$ cat config.mk
export PLATFORM = sky130hd
export DESIGN_NAME = gvs_mul
export DESIGN_NICKNAME = d
export VERILOG_FILES = /design/src/gvs_pkg.sv /design/src/gvs_mul.sv
export SDC_FILE = /design/constraint.sdc
export NUM_CORES = 2
export LEC_CHECK = 0
export BUFFER_PORTS_ARGS = -buffer_cell sky130_fd_sc_hd__buf_2
export CAP_MARGIN = 20
export CELL_PAD_IN_SITES_DETAIL_PLACEMENT = 1
export CELL_PAD_IN_SITES_GLOBAL_PLACEMENT = 1
export CORE_UTILIZATION = 50
export DETAILED_ROUTE_END_ITERATION = 10
export HOLD_SLACK_MARGIN = 0.1
export PLACE_DENSITY_LB_ADDON = 0.1
export SLEW_MARGIN = 30
export SYNTH_ARGS = -nofsm -noshare
export SYNTH_HDL_FRONTEND = slang
export SYNTH_SLANG_ARGS = --single-unit
$ cat constraint.sdc
create_clock -name clk -period 36.4 [get_ports clk]
set_input_delay 3.64 -clock clk [delete_from_list [all_inputs] [get_ports clk]]
set_output_delay 3.64 -clock clk [all_outputs]
set_load 0.005 [all_outputs]
$ cat src/gvs_pkg.sv
package gvs_pkg;

	localparam int unsigned W_FLD = 48;
	localparam int unsigned W_ACC = 64;
	localparam int unsigned W_SQ = 98;

	// saturation bound of intermediates, 2^62 - 1
	localparam logic [63:0] LIM = 64'h3FFF_FFFF_FFFF_FFFF;
	localparam logic signed [64:0] LIM65 = 65'sh0_3FFF_FFFF_FFFF_FFFF;
	localparam logic signed [63:0] MAX48 = 64'sh0000_7FFF_FFFF_FFFF;
	localparam logic signed [63:0] MIN48 = -64'sh0000_8000_0000_0000;

	// request codes
	localparam logic REQ_LOAD = 1'b0;
	localparam logic REQ_STEP = 1'b1;

	// register indexes
	localparam logic REG_STEP_TIME = 1'b0;
	localparam logic REG_GRAV_PARAM = 1'b1;

	// program addresses
	localparam logic [5:0] PC_ACC0 = 6'd0;
	localparam logic [5:0] PC_SQ = 6'd17;

	typedef enum logic [2:0] {
		ST_IDLE,
		ST_ISSUE,
		ST_MULW,
		ST_ROOTW,
		ST_OUT
	} state_t;

	typedef enum logic [1:0] {
		OP_MUL,
		OP_SQRT,
		OP_RECIP,
		OP_END
	} op_kind_t;

	typedef enum logic [3:0] {
		SRC_K,
		SRC_INV,
		SRC_M,
		SRC_G,
		SRC_U,
		SRC_POS,
		SRC_VEL,
		SRC_A0,
		SRC_T,
		SRC_D,
		SRC_ASUM
	} src_t;

	typedef enum logic [3:0] {
		DST_M,
		DST_G,
		DST_U,
		DST_A0,
		DST_A1,
		DST_VT,
		DST_T,
		DST_POSU,
		DST_VELU,
		DST_SQ0,
		DST_SQ
	} dst_t;

	typedef struct packed {
		op_kind_t   kind;
		src_t       sa;
		src_t       sb;
		logic [1:0] idx;
		logic [6:0] sh;
		dst_t       dst;
	} op_t;

	typedef struct packed {
		logic        start;
		logic        neg;
		logic [6:0]  sh;
		logic [63:0] a;
		logic [63:0] b;
	} mul_req_t;

	typedef struct packed {
		logic                start_sqrt;
		logic                start_div;
		logic [W_SQ-1:0]     radicand;
		logic [W_FLD-1:0]    divisor;
	} root_req_t;

	function automatic logic [63:0] add_sat(input logic [63:0] a, input logic [63:0] b);
		logic signed [64:0] s;
		s = $signed({a[63], a}) + $signed({b[63], b});
		if (s > LIM65)
			return LIM;
		else if (s < -LIM65)
			return 64'(-LIM65);
		return s[63:0];
	endfunction

	function automatic logic [47:0] sat48(input logic [63:0] x);
		if ($signed(x) > MAX48)
			return MAX48[47:0];
		else if ($signed(x) < MIN48)
			return MIN48[47:0];
		return x[47:0];
	endfunction

	function automatic logic [63:0] sext48(input logic [47:0] x);
		return {{16{x[47]}}, x};
	endfunction

endpackage

$ cat src/gvs_mul.sv
module gvs_mul
	import gvs_pkg::*;
(
	input  logic         clk,
	input  logic         arst_n,
	input  mul_req_t     req,
	output logic         done,
	output logic [127:0] raw,
	output logic [63:0]  res
);

	logic         busy_q;
	logic [2:0]   cnt_q;
	logic         neg_q;
	logic [6:0]   sh_q;
	logic [63:0]  a_q;
	logic [63:0]  b_q;
	logic [127:0] acc_q;
	logic [63:0]  res_q;
	logic         done_q;
	logic [31:0]  ai;
	logic [31:0]  bj;
	logic [63:0]  pp;
	logic [127:0] pp_sh;
	logic [127:0] shifted;
	logic [61:0]  mag;

	// pick one 32x32 partial product per cycle
	always_comb begin
		ai = cnt_q[1] ? a_q[63:32] : a_q[31:0];
		bj = cnt_q[0] ? b_q[63:32] : b_q[31:0];
		pp = 64'(ai) * 64'(bj);
		case ({1'b0, cnt_q[1]} + {1'b0, cnt_q[0]})
			2'd0:    pp_sh = {64'd0, pp};
			2'd1:    pp_sh = {32'd0, pp, 32'd0};
			default: pp_sh = {pp, 64'd0};
		endcase
		shifted = acc_q >> sh_q;
		mag = (|shifted[127:62]) ? LIM[61:0] : shifted[61:0];
	end

	// accumulate four partial products, then shift and saturate
	always_ff @(posedge clk or negedge arst_n) begin
		if (!arst_n) begin
			busy_q <= 1'b0;
			cnt_q  <= '0;
			done_q <= 1'b0;
		end else begin
			done_q <= 1'b0;
			if (req.start) begin
				busy_q <= 1'b1;
				cnt_q  <= '0;
			end else if (busy_q) begin
				if (cnt_q == 3'd4) begin
					busy_q <= 1'b0;
					done_q <= 1'b1;
				end else begin
					cnt_q <= cnt_q + 3'd1;
				end
			end
		end
	end

	always_ff @(posedge clk) begin
		if (req.start) begin
			a_q   <= req.a;
			b_q   <= req.b;
			neg_q <= req.neg;
			sh_q  <= req.sh;
			acc_q <= '0;
		end else if (busy_q) begin
			if (cnt_q == 3'd4)
				res_q <= neg_q ? -{2'b00, mag} : {2'b00, mag};
			else
				acc_q <= acc_q + pp_sh;
		end
	end

	assign done = done_q;
	assign raw  = acc_q;
	assign res  = res_q;

endmodule

==> impl_metrics.tcl <==
set metrics [dict create \
    outcome "finished, final reports clean" \
    start_util_pct 50.6 \
    finalSetupTns_ns 0 \
    die-area_sq_mm 0.135 \
    required_ns 37.02 \
    synth.avg_cell_area_sq_um 8.96 \
    rsz0062_at_grt "no" \
    drv_slew 0 \
    synthArstFlopShare_pct 1.50 \
    vias_per_cell 6.47 \
    finalCriticalPeriod_ns 15.36 \
    synth.distinct_cells 112 \
    drive_gt1_share_pct 13.8 \
    place_congestion 1.05 \
    finalWirelength_um 288000 \
    ys_ff_latch 333 \
    cts.sinks 333 \
    fin_worst_skew_ns 0.0514 \
    clk_latency_ns 0.70 \
    hold_class "reg -> reg" \
    cts_tree "built" \
    grt_max_degree 147 \
    hold_viol 0 \
    post_cts.repair.setup_buffers 0 \
    cts_buffer_depth 3 \
    multi_input_area_sq_mm 0.0527 \
    critical_path_class "reg -> reg" \
    max_slew.worst_pin.slew_ns 1.10 \
    maxCapViolCount 0 \
    overflow 0 \
    die_h_um 367 \
    area_growth_pct 6.95 \
    ant_nets 0 \
    slowest_stage "buf_4" \
    rows 133 \
    wl_per_cell_um 31.0 \
    worstPathArrival_ns 15.98 \
    synthesis.nets 8864 \
    ff_latch_area_sq_mm 0.00870 \
    syn-cell-area_sq_mm 0.0666 \
    coreArea_sq_mm 0.132 \
    n_fill_cell 15317 \
    synth_edf_count 200 \
    seq_area_frac_synth_pct 13.0 \
    final_util_pct 54.1 \
    place.port_buffers 331 \
    max_freq_mhz 65.1 \
    synth_flop_cell "edfxtp_1" \
    vias 60078 \
    setup-violations-final 0 \
    relSlewSlack_pct 26.6 \
    critPathMaxFanout 47 \
    fin_nets 8919 \
    startpoint_type "flop" \
    drtIter0Drc 6090 \
    grt_use_total_pct 42.4 \
    grt_pass1_wl_um 422000 \
    grt_pass1_vias 63500 \
    endpoint_kind "flop" \
    cts_resized 0 \
    period_share_pct 42.2 \
    syn_inst 7434 \
    cts_made_buffers 44 \
    pin_count 332 \
    path_clk_slew_ns 0.08 \
    cpPeakStageDelay_ns 0.77 \
    cts_root_buf "clkbuf_16" \
    die_w_um 367 \
    dp_hpwl_um 229000 \
    ys_warn_count 0 \
    antenna_found_initial 2 \
    h-tree-depth 2 \
    hold_buffers 0 \
    route.detailed.drc 0 \
    first_pass_iters 6 \
]
==> placed cells by master, fill, tap and decap left out, drive strengths merged, types with 24 or more instances in the layout <==
master  Yosys  final
nor2      882    882
xor2       87     87
inv       906    912
nor3       74     74
o21bai     44     44
nand3      70     70
mux4      256    256
edfxtp    200    200
nand2    1010   1010
dfxtp     128    128
fa        897    897
a21o      143    143
a211oi     29     29
clkbuf    312     53
and3       45     45
mux2i     217    217
and2       84     84
nand2b     30     30
o211ai     28     28
nand4      53     53
ha        394    394
a31oi      46     46
a21oi     374    374
o21a       34     34
nor2b      30     30
mux2      146    146
o22ai      33     33
o31ai      24     24
o21ai     274    274
buf       150    470
xnor2     124    124
==> final cells by class <==
type                            instances  area share [%]
Inverter                              910            4.81
Antenna cell                            8          0.0281
Clock buffer                           52            1.60
Multi-Input combinational cell       5729            73.9
Clock inverter                         29           0.502
Sequential cell                       333            12.2
Timing Repair Buffer                  471            3.86
Tap cell                             1755            3.08
==> per-stage QoR <==
step / cell area (sq um) / worst slack (ns) / hold WS [ns] / cells
2_1_floorplan: 66600 / 24.00 / 0.500 / 7434
6_report: 71300 / 21.04 / 0.530 / 9287
3_5_place_dp: 69700 / 21.43 / 0.520 / 9197
5_1_grt: 71200 / 20.56 / 0.554 / 9279
3_3_place_gp: 69700 / 21.66 / 0.510 / 9194
4_1_cts: 71200 / 21.39 / 0.533 / 9278
==> cells in the mapped netlist (all sizes together), types with 70 or more instances <==
master / count / area (sq um)
o21ai: 274 / 1380
nor2: 882 / 3320
fa: 897 / 18000
xor2: 87 / 762
clkbuf: 312 / 1190
mux2i: 217 / 2190
mux2: 146 / 1650
dfxtp: 128 / 2560
and2: 84 / 526
xnor2: 124 / 1090
ha: 394 / 4930
edfxtp: 200 / 6010
nand3: 70 / 350
inv: 906 / 3400
a21o: 143 / 1070
buf: 150 / 968
mux4: 256 / 5830
a21oi: 374 / 1880
nor3: 74 / 382
nand2: 1010 / 3790
==> per-layer routing <==
| metal | vias up | share of wire, % | GRT usage (%) |
|---|---|---|---|
| li1 | 25107 | - | - |
| met1 | 30812 | 37 | 51.3 |
| met2 | 3272 | 46 | 67.6 |
| met3 | 887 | 9.0 | 9.03 |
| met4 | 0 | 8.3 | 29.6 |
| met5 | - | 0 | 0 |
==> sequential cells by signal, summed over array words and instances, names as in the netlist <==
name,count
a_q,64
b_q,64
busy_q,1
cnt_q,3
done,1
neg_q,1
raw,128
res,64
sh_q,7
==> worst max-delay path: cells and delay by family, from the launching register on <==
kind / cells / cell delay [ns]
buf+inv: 6 / 1.38
fa+ha+maj: 10 / 4.76
compound gates: 22 / 5.49
xor+xnor: 2 / 0.54
simple gates: 7 / 1.56
mux: 1 / 0.70
flops: 1 / 0.69
==> cell families after synthesis <==
group | count (synthesis) | synth area share [%]
AOI/OAI and AO/OA | 1231 | 11.8
buffers and inverters | 1372 | 8.37
and+or+nand+nor | 2377 | 15.1
adders and majority gates | 1291 | 34.3
DFF | 333 | 13.0
muxes | 619 | 14.5
xor gates and xnor gates | 211 | 2.77
==> path summary, 6_finish.rpt <==
check / startpoint / to / slack (ns) / cells after the start
max: cnt_q[0] / raw[127] / 21.04 / 48
max in group asynchronous: arst_n / cnt_q[1] / 33.01 / 1
min reg2reg: raw[49] / raw[49] / 0.53 / 2
max reg2reg: cnt_q[0] / raw[127] / 21.04 / 48
min: raw[49] / raw[49] / 0.53 / 2
min in group asynchronous: arst_n / done / 2.94 / 1
Power is left out: the tool's default activity adds up to more than one toggle a clock period on the data nets, which glitch-free logic cannot reach.
