### src/gvs_pkg.sv
package gvs_pkg;

	localparam int unsigned W_FLD = 48;
	localparam int unsigned W_ACC = 64;
	localparam int unsigned W_SQ = 98;

	// saturation bound of intermediates, 2^62 - 1
	localparam logic [63:0] LIM = 64'h3FFF_FFFF_FFFF_FFFF;
	localparam logic signed [64:0] LIM65 = 65'sh0_3FFF_FFFF_FFFF_FFFF;
	localparam logic signed [63:0] MAX48 = 64'sh0000_7FFF_FFFF_FFFF;
	localparam logic signed [63:0] MIN48 = -64'sh0000_8000_0000_0000;

	// request codes
	localparam logic REQ_LOAD = 1'b0;
	localparam logic REQ_STEP = 1'b1;

	// register indexes
	localparam logic REG_STEP_TIME = 1'b0;
	localparam logic REG_GRAV_PARAM = 1'b1;

	// program addresses
	localparam logic [5:0] PC_ACC0 = 6'd0;
	localparam logic [5:0] PC_SQ = 6'd17;

	typedef enum logic [2:0] {
		ST_IDLE,
		ST_ISSUE,
		ST_MULW,
		ST_ROOTW,
		ST_OUT
	} state_t;

	typedef enum logic [1:0] {
		OP_MUL,
		OP_SQRT,
		OP_RECIP,
		OP_END
	} op_kind_t;

	typedef enum logic [3:0] {
		SRC_K,
		SRC_INV,
		SRC_M,
		SRC_G,
		SRC_U,
		SRC_POS,
		SRC_VEL,
		SRC_A0,
		SRC_T,
		SRC_D,
		SRC_ASUM
	} src_t;

	typedef enum logic [3:0] {
		DST_M,
		DST_G,
		DST_U,
		DST_A0,
		DST_A1,
		DST_VT,
		DST_T,
		DST_POSU,
		DST_VELU,
		DST_SQ0,
		DST_SQ
	} dst_t;

	typedef struct packed {
		op_kind_t   kind;
		src_t       sa;
		src_t       sb;
		logic [1:0] idx;
		logic [6:0] sh;
		dst_t       dst;
	} op_t;

	typedef struct packed {
		logic        start;
		logic        neg;
		logic [6:0]  sh;
		logic [63:0] a;
		logic [63:0] b;
	} mul_req_t;

	typedef struct packed {
		logic                start_sqrt;
		logic                start_div;
		logic [W_SQ-1:0]     radicand;
		logic [W_FLD-1:0]    divisor;
	} root_req_t;

	function automatic logic [63:0] add_sat(input logic [63:0] a, input logic [63:0] b);
		logic signed [64:0] s;
		s = $signed({a[63], a}) + $signed({b[63], b});
		if (s > LIM65)
			return LIM;
		else if (s < -LIM65)
			return 64'(-LIM65);
		return s[63:0];
	endfunction

	function automatic logic [47:0] sat48(input logic [63:0] x);
		if ($signed(x) > MAX48)
			return MAX48[47:0];
		else if ($signed(x) < MIN48)
			return MIN48[47:0];
		return x[47:0];
	endfunction

	function automatic logic [63:0] sext48(input logic [47:0] x);
		return {{16{x[47]}}, x};
	endfunction

endpackage

### src/gvs_root.sv
module gvs_root
	import gvs_pkg::*;
(
	input  logic        clk,
	input  logic        arst_n,
	input  root_req_t   req,
	output logic        done,
	output logic [47:0] root,
	output logic [63:0] inv
);

	logic            busy_q;
	logic            div_q;
	logic [6:0]      cnt_q;
	logic            done_q;
	logic [W_SQ-1:0] rad_q;
	logic [51:0]     rem_q;
	logic [48:0]     root_q;
	logic [63:0]     quo_q;
	logic [47:0]     dvs_q;
	logic [51:0]     rem_sq;
	logic [51:0]     trial;
	logic [51:0]     rem_dv;
	logic            sq_ge;
	logic            dv_ge;

	// one root bit or one quotient bit per cycle
	always_comb begin
		rem_sq = {rem_q[49:0], rad_q[W_SQ-1 -: 2]};
		trial  = {1'b0, root_q, 2'b01};
		sq_ge  = rem_sq >= trial;
		rem_dv = {rem_q[50:0], 1'b0};
		dv_ge  = rem_dv >= {4'd0, dvs_q};
	end

	always_ff @(posedge clk or negedge arst_n) begin
		if (!arst_n) begin
			busy_q <= 1'b0;
			cnt_q  <= '0;
			done_q <= 1'b0;
		end else begin
			done_q <= 1'b0;
			if (req.start_sqrt) begin
				busy_q <= 1'b1;
				cnt_q  <= 7'd48;
			end else if (req.start_div) begin
				// radius of zero or one saturates at once
				busy_q <= (req.divisor > 48'd1);
				done_q <= (req.divisor <= 48'd1);
				cnt_q  <= 7'd63;
			end else if (busy_q) begin
				cnt_q <= cnt_q - 7'd1;
				if (cnt_q == '0) begin
					busy_q <= 1'b0;
					done_q <= 1'b1;
				end
			end
		end
	end

	always_ff @(posedge clk) begin
		if (req.start_sqrt) begin
			div_q  <= 1'b0;
			rad_q  <= req.radicand;
			rem_q  <= '0;
			root_q <= '0;
		end else if (req.start_div) begin
			div_q <= 1'b1;
			dvs_q <= req.divisor;
			rem_q <= 52'd1;
			quo_q <= (req.divisor <= 48'd1) ? '1 : '0;
		end else if (busy_q) begin
			if (div_q) begin
				rem_q <= dv_ge ? rem_dv - {4'd0, dvs_q} : rem_dv;
				quo_q <= {quo_q[62:0], dv_ge};
			end else begin
				rad_q  <= {rad_q[W_SQ-3:0], 2'b00};
				rem_q  <= sq_ge ? rem_sq - trial : rem_sq;
				root_q <= {root_q[47:0], sq_ge};
			end
		end
	end

	assign done = done_q;
	assign root = root_q[47:0];
	assign inv  = quo_q;

endmodule

### config.mk
export PLATFORM = sky130hd
export DESIGN_NAME = gvs_root
export DESIGN_NICKNAME = d
export VERILOG_FILES = /design/src/gvs_pkg.sv /design/src/gvs_root.sv
export SDC_FILE = /design/constraint.sdc
export NUM_CORES = 1
export LEC_CHECK = 0
export BUFFER_PORTS_ARGS = -buffer_cell sky130_fd_sc_hd__buf_2
export CELL_PAD_IN_SITES_DETAIL_PLACEMENT = 1
export CELL_PAD_IN_SITES_GLOBAL_PLACEMENT = 1
export CORE_ASPECT_RATIO = 0.75
export CORE_MARGIN = 5
export CORE_UTILIZATION = 35
export CTS_CLUSTER_DIAMETER = 100
export DETAILED_ROUTE_END_ITERATION = 7
export GPL_TIMING_DRIVEN = 0
export PLACE_DENSITY = 0.75
export SLEW_MARGIN = 15
export SYNTH_ARGS = -nofsm -noshare
export SYNTH_HDL_FRONTEND = slang
export SYNTH_SLANG_ARGS = --single-unit
### constraint.sdc
create_clock -name clk -period 6.5 [get_ports clk]
set_clock_uncertainty 0.15 [all_clocks]
set_input_delay 0.325 -clock clk [delete_from_list [all_inputs] [get_ports clk]]
set_output_delay 0.325 -clock clk [all_outputs]
set_load 0.1 [all_outputs]
==> impl_metrics.py, run 1 <==
metrics = {
    "power": {
        "vdd_drop_max_mv": 0.356,
        "power_density_nw_per_um2": 519,
        "leakage_nw": 10.2,
    },
    "placed_design": {
        "globalplace.congestion": 0.962,
        "place_area_sq_um": 22300,
        "portBuffers": 261,
        "hpwl_mm": 58.2,
    },
    "timing": {
        "slew_viol_final": 0,
        "finalCritPeriodShare": 0.676,
        "timing.fmax_mhz": 228,
        "grt_setup_unrepaired": "no",
        "setup_viol": 0,
        "fin_crit_ns": 4.39,
        "hold_viol_final": 0,
        "slew_headroom": 0.256,
        "worst_pin_slew_ns": 1.09,
        "tns_ns": 0,
    },
    "yosys": {
        "yosysWarningCount": 0,
        "synthDistinctLibCells": 90,
        "mappedNetlistArea_sq_um": 19900,
        "netlist.area_leader.share": 0.316,
        "synth_ff_type": "edfxtp_1",
        "netlist_instances": 2107,
        "ys_top_cells_by_count": "nor2_1, edfxtp_1, nand2_1, a21oi_1, inv_1",
        "postSynthRegisterBits": 320,
        "synthTopCellsByArea": "edfxtp_1, dfxtp_1, ha_1",
        "synth_fp_nets": 2359,
        "synth_area_per_cell_sq_um": 9.46,
        "synth_most_common_cell": "nor2_1",
        "yosysTopAreaCell": "edfxtp_1",
        "ys_async_sr_fraction": 0.0281,
        "synth_edf_count": 210,
        "seq_area_frac_synth": 0.429,
    },
    "critical_path": {
        "setup.worst_path.class": "flip-flop to flip-flop",
        "crit_chain": "fa_1 > a211oi_2 > o211ai_1 > a21oi_1 > nor2_1 > o31a_1 > nor2_1 > clkbuf_1 > nor3_1 > a2111oi_0 > nor3_1",
        "r2r-start": "rem_q[0]$_SDFFE_PP0P_",
        "endpoint_kind": "flip-flop",
        "crit_arrival_ns": 4.65,
        "cp_max_fo": 10,
        "crit_slowest_cell": "a2111oi_0",
        "max_stage_delay_ns": 0.88,
        "rr_worst_depth": 11,
        "startpoint_type": "flip-flop",
        "required_ns": 6.76,
        "worstReg2RegEnd": "rem_q[0]$_SDFFE_PP0P_",
        "r2r_slack_ns": 2.11,
    },
    "outcome": {
        "status": "finished clean",
    },
    "worst_hold_path": {
        "hp-class": "input port to async pin",
    },
    "clock_network": {
        "clk_pin_slew_ns": 0.06,
        "cts_resized": 0,
        "cts_htree_levels": 2,
        "cts-root-buf": "clkbuf_16",
        "cts_tree": "done",
        "numCtsBuffers": 37,
        "cts_buffer_depth": 3,
        "clock-sinks": 320,
        "clk-insertion-delay-late_ns": 0.58,
    },
    "global_route": {
        "overflow": 0,
        "grt_max_degree": 61,
        "antenna_found_initial": 5,
        "grt_pass1_wl_mm": 121,
        "globalRouteTotalUtil": 0.251,
        "grt_pass1_vias": 19500,
    },
    "floorplan": {
        "rows": 75,
        "die_w_um": 286,
        "start_util": 0.355,
        "die_height_um": 217,
        "core_sq_um": 56200,
        "io_pins": 263,
        "die_area_sq_um": 61900,
    },
    "finish": {
        "final_layout_size_suffix_gt1_frac": 0.212,
        "design_area_sq_um": 24900,
        "nets": 2812,
        "areaGrowthSynthToFinish_pct": 25.1,
    },
    "route": {
        "routed_via_density": 5.65,
        "detail-route-antenna-nets": 0,
        "drt_pre_antenna_iters": 6,
        "drt-initial-drc-count": 1463,
        "wire_per_inst_um": 24.2,
        "vias": 18800,
        "drc": 0,
        "routed_wl_mm": 80.5,
    },
    "flow_run": {
        "max-cap-violations": 0,
    },
}
==> critical path: cells and delay by family (launching register included) <==
| kind | cells | cell delay (ns) |
|---|---|---|
| and+or+nand+nor | 4 | 0.48 |
| DFF | 1 | 0.46 |
| AOI/OAI and AO/OA | 5 | 2.13 |
| adders and majority gates | 1 | 0.55 |
| buffers and inverters | 1 | 0.46 |
==> sequential cells by signal (all words and copies together), names as in the netlist <==
register and count:
rad_q 98, inv 64, rem_q 51, root_q 49
dvs_q 48, cnt_q 7, busy_q 1, div_q 1
done 1
==> through the flow <==
stage / power, mW / utilization / instances / setup WS [ns] / hold slack, ns
CTS: 12.7 / 0.444 / 3318 / 2.03 / 0.0306
floorplan: 8.10 / - / 2107 / 1.97 / -0.121
global placement: 10.3 / 0.394 / 3099 / -0.144 / 0.0384
global route: 13.6 / 0.444 / 3322 / 1.73 / 0.0511
detailed placement: 10.5 / 0.396 / 3104 / 2.05 / 0.0419
finish: 12.9 / 0.444 / 3322 / 2.11 / 0.0369
==> worst max path at each step <==
stage          slack (ns)  cells past startpoint                   from                endpoint
2_1_floorplan        1.97                      5       busy_q$_DFF_PN0_  rad_q[0]$_SDFFCE_PN0P_
3_3_place_gp        -0.14                      5       busy_q$_DFF_PN0_     rad_q[57]$_DFFE_PP_
3_5_place_dp         2.05                     11  rem_q[0]$_SDFFE_PP0P_   rem_q[0]$_SDFFE_PP0P_
4_1_cts              2.03                     11  rem_q[0]$_SDFFE_PP0P_   rem_q[0]$_SDFFE_PP0P_
5_1_grt              1.73                     11  rem_q[0]$_SDFFE_PP0P_   rem_q[0]$_SDFFE_PP0P_
6_report             2.11                     11  rem_q[0]$_SDFFE_PP0P_   rem_q[0]$_SDFFE_PP0P_
==> cell families after synthesis <==
| logic type | Yosys count | share of synthesized area |
|---|---|---|
| compound gates | 595 | 0.202 |
| simple gates | 584 | 0.133 |
| flops | 320 | 0.429 |
| buf+inv | 310 | 0.0713 |
| mux | 112 | 0.0627 |
| fa+ha+maj | 102 | 0.0644 |
| xor+xnor | 84 | 0.0369 |
==> routing by layer <==
| metal | track usage | vias to the layer above | part of all wire | wire length [um] |
|---|---|---|---|---|
| li1 | - | 8640 | - | - |
| met1 | 0.347 | 9276 | 0.45 | 36200 |
| met2 | 0.410 | 718 | 0.45 | 36400 |
| met3 | 0.0458 | 129 | 0.072 | 5770 |
| met4 | 0.0609 | 2 | 0.026 | 2080 |
| met5 | 0 | - | 0.00016 | 13 |
==> where the power goes <==
group	internal [mW]	total (mW)	switching (mW)
sequential	2.44	2.85	0.411
combinational	2.80	7.97	5.17
clock	1.17	2.13	0.958
total	6.41	12.9	6.54
==> placed cells by master (no fill, tap or decap), types with 100 or more instances in the layout <==
master / Yosys / layout
mux2_2: 100 / 100
ha_1: 101 / 101
nand2_1: 163 / 163
inv_1: 133 / 133
buf_2: 41 / 302
dfxtp_1: 101 / 101
dlygate4sd3_1: 0 / 148
nor2_1: 220 / 219
a21oi_1: 151 / 151
edfxtp_1: 210 / 210
==> cell type report <==
class | count | area [sq um]
fillers | 6406 | 31300
multi-input cells | 1477 | 9990
flip-flops and latches | 320 | 8550
repair buffers | 414 | 2870
clock buffers | 48 | 1030
plain buffers | 174 | 915
well taps | 731 | 915
inverters | 136 | 510
clock inverters | 18 | 150
diodes | 4 | 10.0
==> repair_timing <==
item                      CTS  global route
hold buffers              148             0
setup buffers               0             0
hold endpoints to repair  156             0
No activity file was read; power rests on OpenSTA's default activity.
==> run 2: changes to the inputs <==
Clock period 6.5 ns to 3.8 ns, I/O delays scaled along.
==> run 2 against run 1 <==
  * Sequential share of layout area is 0.21 points lower
  * Via count decreased by 0.27%
  * Worst hold slack better by 0.16 ns
  * Worst setup slack got worse by 2.0 ns
  * Combinational power increased by 76%
  * Wire length is essentially flat
  * Clock power grew 71%
==> impl_metrics.py, run 2 (synthesis gave the netlist of run 1 again) <==
metrics = {
    "critical_path": {
        "cp.depth": 12,
        "endpoint_kind": "flip-flop",
        "required_ns": 4.11,
        "max_stage_delay_ns": 0.44,
        "crit_chain": "ha_1 > buf_2 > nand4_1 > nor4_4 > and4_1 > nor3_2 > o21ai_1 > nor2_1 > clkbuf_4 > nor4b_2 > mux2i_1 > o21ai_1",
        "path_delay_family": "simple AND/OR/NAND/NOR gates",
        "cp_max_fo": 10,
        "crit_arrival_ns": 4.01,
        "path_common_cell": "o21ai_1",
        "rr_worst_depth": 12,
        "worstReg2RegEnd": "rem_q[50]$_SDFFE_PP0P_",
        "path_buf_inv": 2,
        "cp-startpoint": "rem_q[40]$_SDFFE_PP0P_",
        "setup.worst_path.class": "flip-flop to flip-flop",
        "startpoint_type": "flip-flop",
        "r2r_slack_ns": 0.11,
        "r2r-start": "rem_q[40]$_SDFFE_PP0P_",
        "crit_slowest_cell": "dfxtp_1",
    },
    "route": {
        "wire_per_inst_um": 24.2,
        "drt-initial-drc-count": 1536,
        "routed_wl_mm": 80.5,
        "drc": 0,
        "routed_via_density": 5.63,
        "drt_pre_antenna_iters": 5,
        "detail-route-antenna-nets": 0,
        "vias": 18700,
    },
    "finish": {
        "layout_common_cells": "buf_2, nor2_1, edfxtp_1",
        "areaGrowthSynthToFinish_pct": 26.1,
        "final_layout_size_suffix_gt1_frac": 0.226,
        "regMostFlops": "rad_q",
        "nFillCells": 6446,
        "nets": 2814,
        "layout_commonest_cell": "buf_2",
        "regArea_sq_um": 8570,
        "multi_input_area_sq_um": 10100,
        "final_core_util": 0.447,
        "largest_reg_flops": 98,
    },
    "worst_hold_path": {
        "whs_path_depth": 2,
        "hp-start": "req[0]",
        "hp-class": "input port to flip-flop",
        "min_to": "dvs_q[0]$_DFFE_PP_",
    },
    "clock_network": {
        "numCtsBuffers": 36,
        "cts-root-buf": "clkbuf_16",
        "cts_tree": "done",
        "cts_htree_levels": 2,
        "clk-insertion-delay-late_ns": 0.58,
        "cts_buffer_depth": 3,
        "clock-sinks": 320,
        "clk_pin_slew_ns": 0.08,
    },
    "floorplan": {
        "die_area_sq_um": 61900,
        "core_sq_um": 56200,
        "die_height_um": 217,
        "die_w_um": 286,
        "io_pins": 263,
        "start_util": 0.355,
        "rows": 75,
    },
    "global_route": {
        "grt_pass1_vias": 19300,
        "overflow": 0,
        "grt_pass1_wl_mm": 120,
        "antenna_found_initial": 8,
        "globalRouteTotalUtil": 0.249,
        "grt_max_degree": 99,
    },
    "timing": {
        "slew_viol_final": 0,
        "timing.fmax_mhz": 271,
        "setup_viol": 0,
        "slew_headroom": 0.363,
        "hold_viol_final": 0,
        "tns_ns": 0,
        "worst_pin_slew_ns": 0.955,
        "grt_setup_unrepaired": "no",
        "fin_crit_ns": 3.69,
        "finalCritPeriodShare": 0.971,
    },
    "power": {
        "leakage_nw": 10.3,
        "vdd_drop_max_mv": 0.517,
        "power_density_nw_per_um2": 896,
        "total_power_mw": 22.5,
    },
    "flow_run": {
        "max-cap-violations": 0,
    },
    "placed_design": {
        "globalplace.congestion": 0.921,
        "hpwl_mm": 58.6,
        "portBuffers": 261,
    },
    "outcome": {
        "status": "finished clean",
    },
}
## run 2: cell count changes in the layout (fill, tap and decap cells not counted), moves of 3 or more
cell	change
dfxtp_1	-16
clkbuf_2	+3
nor4_2	+3
o21ai_1	+4
nor4_1	-4
clkbuf_1	-6
diode_2	+4
clkbuf_4	+4
buf_2	-5
o21ai_0	-4
dfxtp_2	+16
a2111oi_0	-3
clkinv_2	-3
## run 2: final cells by class
class	instances	share of cell area
Multi-Input combinational cell	1477	0.402
Buffer	172	0.0370
Antenna cell	8	0.000796
Clock buffer	45	0.0392
Timing Repair Buffer	419	0.116
Sequential cell	320	0.341
Tap cell	731	0.0364
Clock inverter	19	0.00721
Inverter	136	0.0203
## run 2: stage by stage
step	cells	setup slack [ns]	cell area [sq um]	hold WS (ns)
4_1_cts	3319	0.00533	25000	0.159
3_5_place_dp	3106	-0.124	22300	-0.0903
6_report	3327	0.109	25200	0.197
3_3_place_gp	3099	-1.30	22200	-0.0963
5_1_grt	3325	0.0108	25100	0.203
2_1_floorplan	2107	0.356	20000	-0.256
## run 2: how the worst max path moves through the flow
stage                              to  slack [ns]
6_report       rem_q[50]$_SDFFE_PP0P_        0.11
2_1_floorplan      dvs_q[0]$_DFFE_PP_        0.36
3_3_place_gp       dvs_q[0]$_DFFE_PP_       -1.30
3_5_place_dp   rem_q[39]$_SDFFE_PP0P_       -0.12
4_1_cts        rem_q[39]$_SDFFE_PP0P_       0.005
5_1_grt        rem_q[25]$_SDFFE_PP0P_        0.01
## run 2: report_power, final
group | switching, mW | internal [mW]
combinational | 9.04 | 4.97
sequential | 0.693 | 4.18
clock | 1.63 | 2.01
total | 11.4 | 11.2
## run 2: metal layers
layer	global-route usage	part of all wire	wire (um)	vias up
li1	-	-	-	8651
met4	0.0662	0.025	2040	4
met3	0.0549	0.079	6360	121
met1	0.339	0.44	35700	9258
met2	0.402	0.45	36300	681
met5	0	0.00031	25	-
## run 2: what timing repair did
item / 4_1_cts / 5_1_grt
pin swaps: 0 / 1
gates resized for setup: 10 / 42
hold buffers: 149 / 0
setup endpoints to repair: 10 / 49
hold endpoints to repair: 156 / 0
buffers inserted: 0 / 2
==> run 3: changes to the inputs <==
Settings changed: CORE_ASPECT_RATIO 0.75 to unset.
==> run 3 against run 2 <==
  * Sequential power is 3% lower
  * Total power increased by 2.1%
  * Wire length shrank 4.0%
==> impl_metrics.py, run 3 (synthesis gave the netlist of run 1 again) <==
metrics = {
    "outcome": {
        "status": "finished clean",
    },
    "finish": {
        "layout_common_cells": "buf_2, nor2_1, edfxtp_1",
        "areaGrowthSynthToFinish_pct": 27.2,
        "multi_input_area_sq_um": 10200,
        "design_area_sq_um": 25400,
        "layout_commonest_cell": "buf_2",
        "fin_cells": 3357,
        "nets": 2820,
        "largest_reg_flops": 98,
        "final_layout_size_suffix_gt1_frac": 0.229,
        "regArea_sq_um": 8560,
        "regMostFlops": "rad_q",
        "nFillCells": 6570,
    },
    "route": {
        "wire_per_inst_um": 23.0,
        "drt_pre_antenna_iters": 5,
        "routed_wl_mm": 77.3,
        "detail-route-antenna-nets": 0,
        "routed_via_density": 5.54,
        "vias": 18600,
        "drt-initial-drc-count": 1079,
        "drc": 0,
    },
    "clock_network": {
        "cts_buffer_depth": 3,
        "clock-sinks": 320,
        "cts_htree_levels": 2,
        "cts-root-buf": "clkbuf_16",
        "clk_pin_slew_ns": 0.06,
        "cts_tree": "done",
        "clk-insertion-delay-late_ns": 0.57,
        "numCtsBuffers": 40,
    },
    "worst_hold_path": {
        "min_to": "dvs_q[0]$_DFFE_PP_",
        "hp-start": "req[0]",
        "whs_path_depth": 2,
        "hp-class": "input port to flip-flop",
    },
    "critical_path": {
        "required_ns": 4.01,
        "r2r_slack_ns": 0.10,
        "setup.worst_path.class": "input port to flip-flop",
        "rr_worst_depth": 14,
        "startpoint_type": "input port",
        "r2r-start": "dvs_q[31]$_DFFE_PP_",
        "worstReg2RegEnd": "rem_q[13]$_SDFFE_PP0P_",
        "cp_max_fo": 10,
        "endpoint_kind": "flip-flop",
        "crit_arrival_ns": 3.94,
    },
    "timing": {
        "hold_viol_final": 0,
        "finalCritPeriodShare": 0.980,
        "fin_crit_ns": 3.72,
        "setup_viol": 0,
        "timing.fmax_mhz": 268,
        "worst_pin_slew_ns": 1.16,
        "slew_headroom": 0.217,
        "slew_viol_final": 0,
        "holdWs_ns": 0.204,
    },
    "global_route": {
        "grt_max_degree": 108,
        "grt_pass1_vias": 19900,
        "globalRouteTotalUtil": 0.238,
        "antenna_found_initial": 3,
        "overflow": 0,
        "grt_pass1_wl_mm": 117,
    },
    "power": {
        "vdd_drop_max_mv": 0.482,
        "power_density_nw_per_um2": 907,
        "leakage_nw": 10.3,
    },
    "floorplan": {
        "die_area_sq_um": 61800,
        "core_sq_um": 56400,
        "start_util": 0.354,
        "die_w_um": 249,
        "rows": 87,
        "io_pins": 263,
        "die_height_um": 249,
    },
    "placed_design": {
        "dp.cells": 3130,
        "place_area_sq_um": 22300,
        "hpwl_mm": 57.7,
        "globalplace.congestion": 0.932,
        "portBuffers": 261,
    },
    "flow_run": {
        "max-cap-violations": 0,
    },
}
[run 3: area by class of cell]
| cell class | count | area share |
|---|---|---|
| diodes | 3 | 0.000296 |
| inverters | 136 | 0.0201 |
| flip-flops and latches | 320 | 0.337 |
| multi-input cells | 1477 | 0.403 |
| clock buffers | 51 | 0.0428 |
| clock inverters | 21 | 0.00612 |
| plain buffers | 172 | 0.0370 |
| well taps | 756 | 0.0373 |
| repair buffers | 421 | 0.116 |
[run 3: worst max-delay path by stage]
stage,from,cells past startpoint,slack (ns),end
2_1_floorplan,req[147],4,0.36,dvs_q[0]$_DFFE_PP_
3_3_place_gp,req[147],5,-1.86,dvs_q[8]$_DFFE_PP_
3_5_place_dp,rem_q[0]$_SDFFE_PP0P_,11,-0.85,rem_q[0]$_SDFFE_PP0P_
4_1_cts,root_q[21]$_SDFFE_PP0P_,12,-0.006,rem_q[37]$_SDFFE_PP0P_
5_1_grt,root_q[21]$_SDFFE_PP0P_,12,-0.006,rem_q[37]$_SDFFE_PP0P_
6_report,req[6],9,0.08,inv[27]$_DFFE_PP_
[run 3: worst max-delay path, cell delays in order]
cell and delay [ns]:
dlygate4sd3_1 0.56, buf_2 0.13, nor4_1 0.97, nand4_1 0.17
o31ai_1 0.83, inv_1 0.13, clkbuf_1 0.31, clkbuf_1 0.31
nor2_1 0.31
[run 3: routing by layer]
layer / vias to the layer above / routed length (um) / global-route usage
met3: 165 / 4610 / 0.0521
met2: 576 / 38200 / 0.419
met5: - / 0 / 0
met4: 0 / 3250 / 0.0940
met1: 9209 / 31100 / 0.283
li1: 8647 / - / -
[run 3: stage by stage]
step            util  setup WS (ns)  power [mW]  setup TNS (ns)
6_report       0.450         0.0756        23.0               0
5_1_grt        0.450       -0.00574        24.2        -0.00574
4_1_cts        0.446       -0.00569        22.3        -0.00676
3_5_place_dp   0.396         -0.854        18.1           -9.75
3_3_place_gp   0.394          -1.86        17.9         -214.12
2_1_floorplan      -          0.356        13.9               0
[run 3: timing repair]
| item | CTS | global route |
|---|---|---|
| hold buffers | 149 | 0 |
| pin swaps | 1 | 5 |
| hold endpoints to repair | 156 | 0 |
| endpoints found under the setup margin | 46 | 52 |
| setup buffers | 0 | 5 |
| gates resized for setup | 24 | 47 |
[run 3: report_power, final]
group | internal (mW) | leakage (nW) | switching [mW]
Clock | 2.10 | 0.588 | 1.63
Combinational | 5.14 | 6.76 | 9.41
Sequential | 4.17 | 2.98 | 0.539
